[config.mk]
export PLATFORM = sky130hd
export DESIGN_NAME = bhq_controller
export DESIGN_NICKNAME = d
export VERILOG_FILES = /design/src/sv/bhq_pkg.sv /design/src/sv/bhq_controller.sv
export SDC_FILE = /design/constraint.sdc
export NUM_CORES = 1
export LEC_CHECK = 0
export ABC_AREA = 1
export ABC_CLOCK_PERIOD_IN_PS = 2020
export BUFFER_PORTS_ARGS = -buffer_cell sky130_fd_sc_hd__buf_4
export CAP_MARGIN = 20
export CORE_AREA = 4 4 41 43
export CTS_CLUSTER_SIZE = 10
export DETAILED_ROUTE_END_ITERATION = 8
export DIE_AREA = 0 0 45 47
export GPL_ROUTABILITY_DRIVEN = 0
export PLACE_DENSITY = 0.58
export SETUP_SLACK_MARGIN = 0.4
export SYNTH_ARGS = -nofsm -noshare
export SYNTH_HDL_FRONTEND = slang
export SYNTH_SLANG_ARGS = --single-unit
export TNS_END_PERCENT = 30
[constraint.sdc]
create_clock -name clk_i -period 2.02 [get_ports clk_i]
set_input_delay 0.404 -clock clk_i [delete_from_list [all_inputs] [get_ports clk_i]]
set_output_delay 0.404 -clock clk_i [all_outputs]
set_load 0.1 [all_outputs]
[src/sv/bhq_pkg.sv]
// Package with the shared types and constants of the binary min-heap queue.
package bhq_pkg;

  // Default sizes of the heap.
  localparam int unsigned DEPTH_DEF = 256;
  localparam int unsigned KEY_W_DEF = 32;

  // Width and reset value of the capacity register.
  localparam int unsigned CAP_W = 9;
  localparam logic [CAP_W-1:0] CAP_RESET = 9'd256;

  // Width of the operation and status codes.
  localparam int unsigned OP_W = 2;
  localparam int unsigned STATUS_W = 2;

  typedef enum logic [OP_W-1:0] {
    OP_INSERT = 2'd0,
    OP_REMOVE = 2'd1,
    OP_PEEK   = 2'd2
  } op_e;

  typedef enum logic [STATUS_W-1:0] {
    ST_DONE  = 2'd0,
    ST_FULL  = 2'd1,
    ST_EMPTY = 2'd2
  } status_e;

  typedef enum logic [2:0] {
    S_IDLE,
    S_UP_CHK,
    S_UP_CMP,
    S_DN_LOAD,
    S_DN_CHK,
    S_DN_CMP,
    S_RESP
  } state_e;

  // Commands from the controller to the datapath.
  typedef struct packed {
    logic    accept_ins;
    logic    accept_rem;
    logic    up_issue;
    logic    up_move;
    logic    dn_load;
    logic    dn_issue;
    logic    dn_move;
    logic    place;
    logic    respond;
    status_e status;
  } cmd_t;

  // Status from the datapath to the controller.
  typedef struct packed {
    logic full;
    logic empty;
    logic pos_zero;
    logic up_less;
    logic has_child;
    logic take;
  } stat_t;

endpackage

[src/sv/bhq_controller.sv]
// Controller state machine that sequences the sift steps of the heap queue.
module bhq_controller import bhq_pkg::*; (
  input  logic                clk_i,
  input  logic                rst_ni,
  input  logic                start,
  input  logic [OP_W-1:0]     operation_i,
  input  stat_t               stat_i,
  output cmd_t                cmd_o,
  output logic                busy
);

  state_e  state_q, state_d;
  status_e res_q, res_d;
  op_e     op;

  assign op = op_e'(operation_i);

  // State and result code registers.
  always_ff @(posedge clk_i or negedge rst_ni) begin
    if (!rst_ni) begin
      state_q <= S_IDLE;
      res_q   <= ST_DONE;
    end else begin
      state_q <= state_d;
      res_q   <= res_d;
    end
  end

  // Next state and the status code of the beat being worked on.
  always_comb begin
    state_d = state_q;
    res_d   = res_q;
    case (state_q)
      S_IDLE: begin
        if (start) begin
          res_d   = ST_DONE;
          state_d = S_RESP;
          case (op)
            OP_INSERT: begin
              if (stat_i.full) begin
                res_d = ST_FULL;
              end else begin
                state_d = S_UP_CHK;
              end
            end
            OP_REMOVE: begin
              if (stat_i.empty) begin
                res_d = ST_EMPTY;
              end else begin
                state_d = S_DN_LOAD;
              end
            end
            default: state_d = S_RESP;
          endcase
        end
      end
      S_UP_CHK:  state_d = stat_i.pos_zero ? S_RESP : S_UP_CMP;
      S_UP_CMP:  state_d = stat_i.up_less ? S_UP_CHK : S_RESP;
      S_DN_LOAD: state_d = S_DN_CHK;
      S_DN_CHK:  state_d = stat_i.has_child ? S_DN_CMP : S_RESP;
      S_DN_CMP:  state_d = stat_i.take ? S_DN_CHK : S_RESP;
      S_RESP:    state_d = S_IDLE;
      default:   state_d = S_IDLE;
    endcase
  end

  // Commands to the datapath for each state.
  always_comb begin
    cmd_o        = '0;
    cmd_o.status = res_q;
    busy         = 1'b1;
    case (state_q)
      S_IDLE: begin
        busy = 1'b0;
        if (start) begin
          cmd_o.accept_ins = (op == OP_INSERT) && !stat_i.full;
          cmd_o.accept_rem = (op == OP_REMOVE) && !stat_i.empty;
        end
      end
      S_UP_CHK: begin
        cmd_o.place    = stat_i.pos_zero;
        cmd_o.up_issue = !stat_i.pos_zero;
      end
      S_UP_CMP: begin
        cmd_o.up_move = stat_i.up_less;
        cmd_o.place   = !stat_i.up_less;
      end
      S_DN_LOAD: cmd_o.dn_load = 1'b1;
      S_DN_CHK: begin
        cmd_o.dn_issue = stat_i.has_child;
        cmd_o.place    = !stat_i.has_child;
      end
      S_DN_CMP: begin
        cmd_o.dn_move = stat_i.take;
        cmd_o.place   = !stat_i.take;
      end
      S_RESP:  cmd_o.respond = 1'b1;
      default: busy = 1'b1;
    endcase
  end

endmodule

==> key figures, run 1 <==
Status
  • Status: finished clean

Detailed routing
  • Met2 Routed Length: 644 µm
  • Top sig layer: met3
  • Vias: 494
  • Post-DRT Antenna Nets: 0
  • WL met3: 41 µm
  • Total Wirelength: 1210 µm
  • Drt initial violations: 4
  • Drt pass-1 iters: 3
  • Drt via density: 4.53
  • M1 wire length: 521 µm
  • DRC viols: 0
  • Routed wire length per instance: 11.1 µm

Final layout
  • Share of layout cells above drive strength 1: 55.3%
  • Register Area: 129 µm²
  • Final Instance Area: 800 µm²
  • Filler cells: 113
  • Most common cell after layout, fill and taps aside: buf_4
  • Area of the multi-input gates: 308 µm²
  • Ant. Diodes: 0
  • Finished Layout Cells: 109
  • Area Growth Syn to Fin: 110%
  • Final Util: 61.4%
  • # nets final: 106
  • Most frequent cells in the layout: buf_4 (25), nor2_1 (9), nand3_1 (8), nand2_1 (8), inv_1 (7)

Min path
  • Hold Crit Start: stat_i[5]
  • Hold crit path type: primary input to flip-flop
  • Min-Delay Endpoint: res_q[0]$_DFFE_PN0P_
  • Hold Path Cell Cnt: 3

Die
  • Die ar.: 2120 µm²
  • Top Ports: 23
  • Num rows: 13
  • Core area: 1300 µm²
  • Die height: 47 µm
  • Chip Width: 45 µm
  • Initial Util: 29.2%

Global route
  • Via count of the first global-routing pass: 467
  • Pin count of the biggest net entering global routing: 8
  • Initial antenna violation count: 0
  • Tot GR Track Use: 13.0%
  • Total gr overflow: 0
  • First-pass GRT wire length: 1970 µm

Placement
  • I/O Buffers: 22
  • HPWL after DPL: 903 µm
  • Placed cell area: 651 µm²
  • Placed insts: 97

Timing
  • Final hold viol count: 0
  • Final worst path period share: 89.7%
  • Endpoints failing setup: 0
  • Max frequency: 552 MHz
  • Clock Skew: 0.00235 ns
  • Total negative slack: 0 ns
  • Unrepaired setup endpoints after global routing: true
  • Worst-margin pin slew: 0.281 ns
  • Normalized max-slew margin: 81.4%
  • Final count of pins violating max slew: 0
  • Final Critical Period: 1.81 ns

Clock tree
  • Clk_lat worst skew: 0.24 ns
  • Clock Tree Root: clkbuf_4
  • Clock Tree Buf Depth: 2
  • H-tree lvl count: 1
  • CTS tree: done
  • Clock sinks: 5
  • Worst-path clk slew: 0.04 ns
  • Cts bufs inserted: 3

Setup path
  • Crit Path Category: flip-flop to output pin
  • CP Capture Type: output pin
  • Capturing point of the worst reg2reg path: res_q[0]$_DFFE_PN0P_
  • Startpoint types: flip-flop
  • R2R setup slack: 0.68 ns
  • CP max stage delay: 0.46 ns
  • CP max FO: 5
  • CP max-delay cell: dfrtp_2
  • Worst-case reg-to-reg path depth: 8
  • Data required time of the worst path: 1.62 ns
  • Crit path DAT: 1.41 ns
  • Reg2reg start: state_q[2]$_DFFE_PN0P_
  • Largest delay share family, worst path: flip-flops
  • Crit-path cells: nor2_4 -> nand2_8 -> inv_8 -> nand2_8 -> nor2_4 -> buf_12
  • Buf+Inv Stages, Crit Path: 2

Synth
  • Post-Syn Area: 380 µm²
  • Synth Warn #: 0
  • Syn nets: 71
  • Distinct cells, synth: 15
  • FF+latch count, synth: 5
  • Sequential fraction of the synthesis area: 32.9%
  • Mapped Cells: 60
  • Synth Area per Inst: 6.34 µm²

Job
  • MaxCap Viol Count: 0
flip-flops by register name, indices dropped and copies added (netlist names):
name     count
res_q        2
state_q      3
cell type report:
| class | instances | share of cell area, % |
|---|---|---|
| Timing Repair Buffer | 30 | 33.0 |
| Tap cell | 15 | 2.35 |
| Inverter | 11 | 6.73 |
| Sequential cell | 5 | 16.1 |
| Multi-Input combinational cell | 44 | 38.5 |
| Clock buffer | 4 | 3.29 |
metrics by stage:
stage	hold WS, ns	worst slack, ns
finish	0.474	0.208
global route	0.459	0.136
CTS	0.452	0.209
detailed placement	0.207	0.255
global placement	0.206	0.280
floorplan	0.108	0.0116
per-layer routing:
layer	vias to the layer above	global-route usage, %
met5	-	0
met4	0	8.77
met3	0	1.53
met2	7	20.9
met1	222	16.4
li1	265	-
tightest hold or removal path, stage by stage:
cell and delay [ns]:
buf_4 0.11, nand2_1 0.07, o21ai_1 0.08
logic make-up after synthesis:
family,after synthesis,share of synthesized area (%)
AOI/OAI and AO/OA,3,3.95
DFF,5,32.9
buffers and inverters,11,10.9
and+or+nand+nor,41,52.3
worst max-delay path by stage:
stage	endpoint	from	slack (ns)	cells past startpoint
after floorplan	cmd_o[10]	state_q[2]$_DFFE_PN0P_	0.01	5
after global placement	cmd_o[10]	state_q[2]$_DFFE_PN0P_	0.28	6
after detailed placement	cmd_o[10]	state_q[2]$_DFFE_PN0P_	0.26	6
after CTS	cmd_o[8]	state_q[1]$_DFFE_PN0P_	0.21	3
after global routing	cmd_o[8]	state_q[2]$_DFFE_PN0P_	0.14	3
final	cmd_o[9]	state_q[2]$_DFFE_PN0P_	0.21	6
Yosys cell counts:
library cell | count | area [µm²]
inv_1 | 8 | 30.0
inv_2 | 3 | 11.3
nor2_2 | 3 | 18.8
nor3_1 | 1 | 5.00
nand4_1 | 1 | 6.26
nand3_1 | 9 | 45.0
dfrtp_1 | 5 | 125
a21oi_1 | 1 | 5.00
nor4_1 | 2 | 12.5
nand3b_1 | 2 | 15.0
nand2_4 | 1 | 11.3
nand2_2 | 1 | 6.26
o21ai_1 | 2 | 10.0
nor2_1 | 13 | 48.8
nand2_1 | 8 | 30.0
timing repair:
action / CTS / global route
setup buffers: 4 / 3
setup endpoints to repair: 10 / 10
gates resized for setup: 13 / 2
pin swaps: 3 / 5
endpoints found under the hold margin: 5 / 0
hold buffers: 1 / 0
Power of run 1 is not shown: default switching activity piles up to over one toggle a cycle in this logic, so the estimate is an artifact.
==> run 2, diff against run 1 <==
--- a/config.mk
+++ b/config.mk
@@ -7,7 +7,7 @@
 export LEC_CHECK = 0
 export ABC_AREA = 1
 export ABC_CLOCK_PERIOD_IN_PS = 2020
-export BUFFER_PORTS_ARGS = -buffer_cell sky130_fd_sc_hd__buf_4
+export BUFFER_PORTS_ARGS = -buffer_cell sky130_fd_sc_hd__buf_2
 export CAP_MARGIN = 20
 export CORE_AREA = 4 4 41 43
 export CTS_CLUSTER_SIZE = 10
==> run 2 against run 1 <==
  * Sequential share of layout area up 0.20 points
  * Clock-buffer cell count stayed put
  * Design area is 1.3% lower
  * Cell count decreased by 1.8%
  * Highest routed layer unchanged
  * Clock skew about the same
  * Non-clock buffer count fell by 2
  * Via count down 3.2%
  * Critical path type unchanged
  * Die area is the same
  * Routed wire length is 4.7% lower
  * First-iteration DRC count increased by 25%
  * Flip-flop and latch count is the same
  * Maximum frequency rose by 0.64%
==> key figures, run 2 (synthesized netlist as in run 1, its figures left out) <==
Status
  • Status: finished clean (unchanged)

Setup path
  • Crit-path cells: buf_4 -> nor4_4 -> buf_6 (was nor2_4 -> nand2_8 -> inv_8 -> nand2_8 -> nor2_4 -> buf_12)
  • CP max FO: 7 (was 5)
  • CP Capture Type: output pin (unchanged)
  • Largest delay share family, worst path: flip-flops (unchanged)
  • Crit path DAT: 1.40 ns (was 1.41 ns)
  • CP max-delay cell: dfrtp_2 (unchanged)
  • Startpoint types: flip-flop (unchanged)
  • CP max stage delay: 0.48 ns (was 0.46 ns)
  • Buf+Inv Stages, Crit Path: 2 (unchanged)
  • Data required time of the worst path: 1.62 ns (about the same)
  • R2R setup slack: 0.63 ns (was 0.68 ns)
  • Crit Path Category: flip-flop to output pin (unchanged)

Timing
  • Final Critical Period: 1.80 ns (was 1.81 ns)
  • Final worst path period share: 89.2% (was 89.7%)
  • Normalized max-slew margin: 67.6% (was 81.4%)
  • Unrepaired setup endpoints after global routing: true (unchanged)
  • Final hold viol count: 0 (unchanged)
  • Clock Skew: 0.00242 ns (was 0.00235 ns)
  • WHS: 0.449 ns (was 0.474 ns)
  • Final count of pins violating max slew: 0 (unchanged)
  • Total negative slack: 0 ns (unchanged)
  • Endpoints failing setup: 0 (unchanged)
  • Max frequency: 555 MHz (was 552 MHz)
  • Worst-margin pin slew: 0.489 ns (was 0.281 ns)

Die
  • Core area: 1300 µm² (unchanged)
  • Die height: 47 µm (unchanged)
  • Num rows: 13 (unchanged)
  • Chip Width: 45 µm (unchanged)
  • Top Ports: 23 (unchanged)
  • Initial Util: 29.2% (unchanged)
  • Die ar.: 2120 µm² (unchanged)

Final layout
  • Largest regs: state_q: 3 flops, res_q: 2 flops (unchanged)
  • Most frequent cells in the layout: buf_2 (14), nor2_1 (9), nand2_1 (8), nand3_1 (7), buf_4 (7) (was buf_4 (25), nor2_1 (9), nand3_1 (8), nand2_1 (8), inv_1 (7))
  • # nets final: 104 (was 106)
  • Finished Layout Cells: 107 (was 109)
  • Most common cell after layout, fill and taps aside: buf_2 (was buf_4)
  • Reg with most FFs: state_q (unchanged)
  • Area Growth Syn to Fin: 108% (was 110%)
  • Ant. Diodes: 0 (unchanged)
  • Share of layout cells above drive strength 1: 56.5% (was 55.3%)
  • Max FFs per register: 3 (unchanged)

Detailed routing
  • Drt via density: 4.47 (was 4.53)
  • Total Wirelength: 1150 µm (was 1210 µm)
  • Drt pass-1 iters: 2 (was 3)
  • Vias: 478 (was 494)
  • Post-DRT Antenna Nets: 0 (unchanged)
  • Drt initial violations: 5 (was 4)
  • Routed wire length per instance: 10.7 µm (was 11.1 µm)
  • DRC viols: 0 (unchanged)

Job
  • MaxCap Viol Count: 0 (unchanged)

Clock tree
  • Clock sinks: 5 (unchanged)
  • Cts bufs inserted: 3 (unchanged)
  • Clock Tree Root: clkbuf_4 (unchanged)
  • Clk_lat worst skew: 0.24 ns (about the same)
  • Clock Tree Buf Depth: 2 (unchanged)
  • Worst-path clk slew: 0.04 ns (about the same)
  • H-tree lvl count: 1 (unchanged)
  • CTS tree: done (unchanged)

Placement
  • HPWL after DPL: 937 µm (was 903 µm)
  • I/O Buffers: 22 (unchanged)
  • Placed insts: 97 (unchanged)

Global route
  • Tot GR Track Use: 12.5% (was 13.0%)
  • Initial antenna violation count: 0 (unchanged)
  • Pin count of the biggest net entering global routing: 8 (unchanged)
  • First-pass GRT wire length: 1950 µm (was 1970 µm)
  • Total gr overflow: 0 (unchanged)
  • Via count of the first global-routing pass: 466 (was 467)

Min path
  • Hold crit path type: primary input to flip-flop (unchanged)
run 2: changes by cell type in the layout (fill, tap and decap cells not counted), sizes merged:
cell / delta
buf: -2
run 2: cell type report:
type | instances | area, µm²
clock buffer | 4 | 26.3
tap | 15 | 18.8
multi-input combinational | 44 | 318
timing repair buffer | 28 | 244
inverter | 11 | 53.8
sequential | 5 | 129
fill | 122 | 512
run 2: what timing repair did:
item,4_1_cts,5_1_grt
setup buffers,3,2
hold buffers,1,0
pin swaps,4,2
cloned,0,0
gates resized for setup,15,7
hold endpoints to repair,5,0
endpoints found under the setup margin,10,10
run 2: tightest hold or removal path: stages:
cell,delay (ns)
buf_2,0.10
nand2_1,0.06
o21ai_1,0.07
run 2: path summary, 6_finish.rpt:
| path | start | depth (start not counted) | end |
|---|---|---|---|
| worst max-delay path | state_q[1]$_DFFE_PN0P_ | 3 | cmd_o[8] |
| worst min-delay path | stat_i[5] | 3 | res_q[0]$_DFFE_PN0P_ |
| worst max register to register | state_q[2]$_DFFE_PN0P_ | 6 | state_q[0]$_DFFE_PN0P_ |
| worst min register to register | res_q[1]$_DFFE_PN0P_ | 2 | res_q[1]$_DFFE_PN0P_ |
| max in group asynchronous | rst_ni | 2 | state_q[0]$_DFFE_PN0P_ |
| min in group asynchronous | rst_ni | 2 | state_q[2]$_DFFE_PN0P_ |
run 2: metrics by stage:
| stage | instance area [µm²] | setup slack (ns) | util, % |
|---|---|---|---|
| finish | 790 | 0.219 | 60.7 |
| global route | 790 | 0.149 | 60.7 |
| CTS | 754 | 0.174 | 58.0 |
| detailed placement | 641 | 0.333 | 49.2 |
| global placement | 641 | 0.361 | 49.2 |
| floorplan | 467 | 0.0116 | - |
run 2: layer usage:
layer	track usage [%]	vias to the layer above	share of wire, %
met3	0.383	0	3.4
li1	-	255	-
met4	7.02	0	0
met2	22.3	7	53
met1	15.2	216	43
met5	0	-	0
Power of run 2 is left out for the same reason.
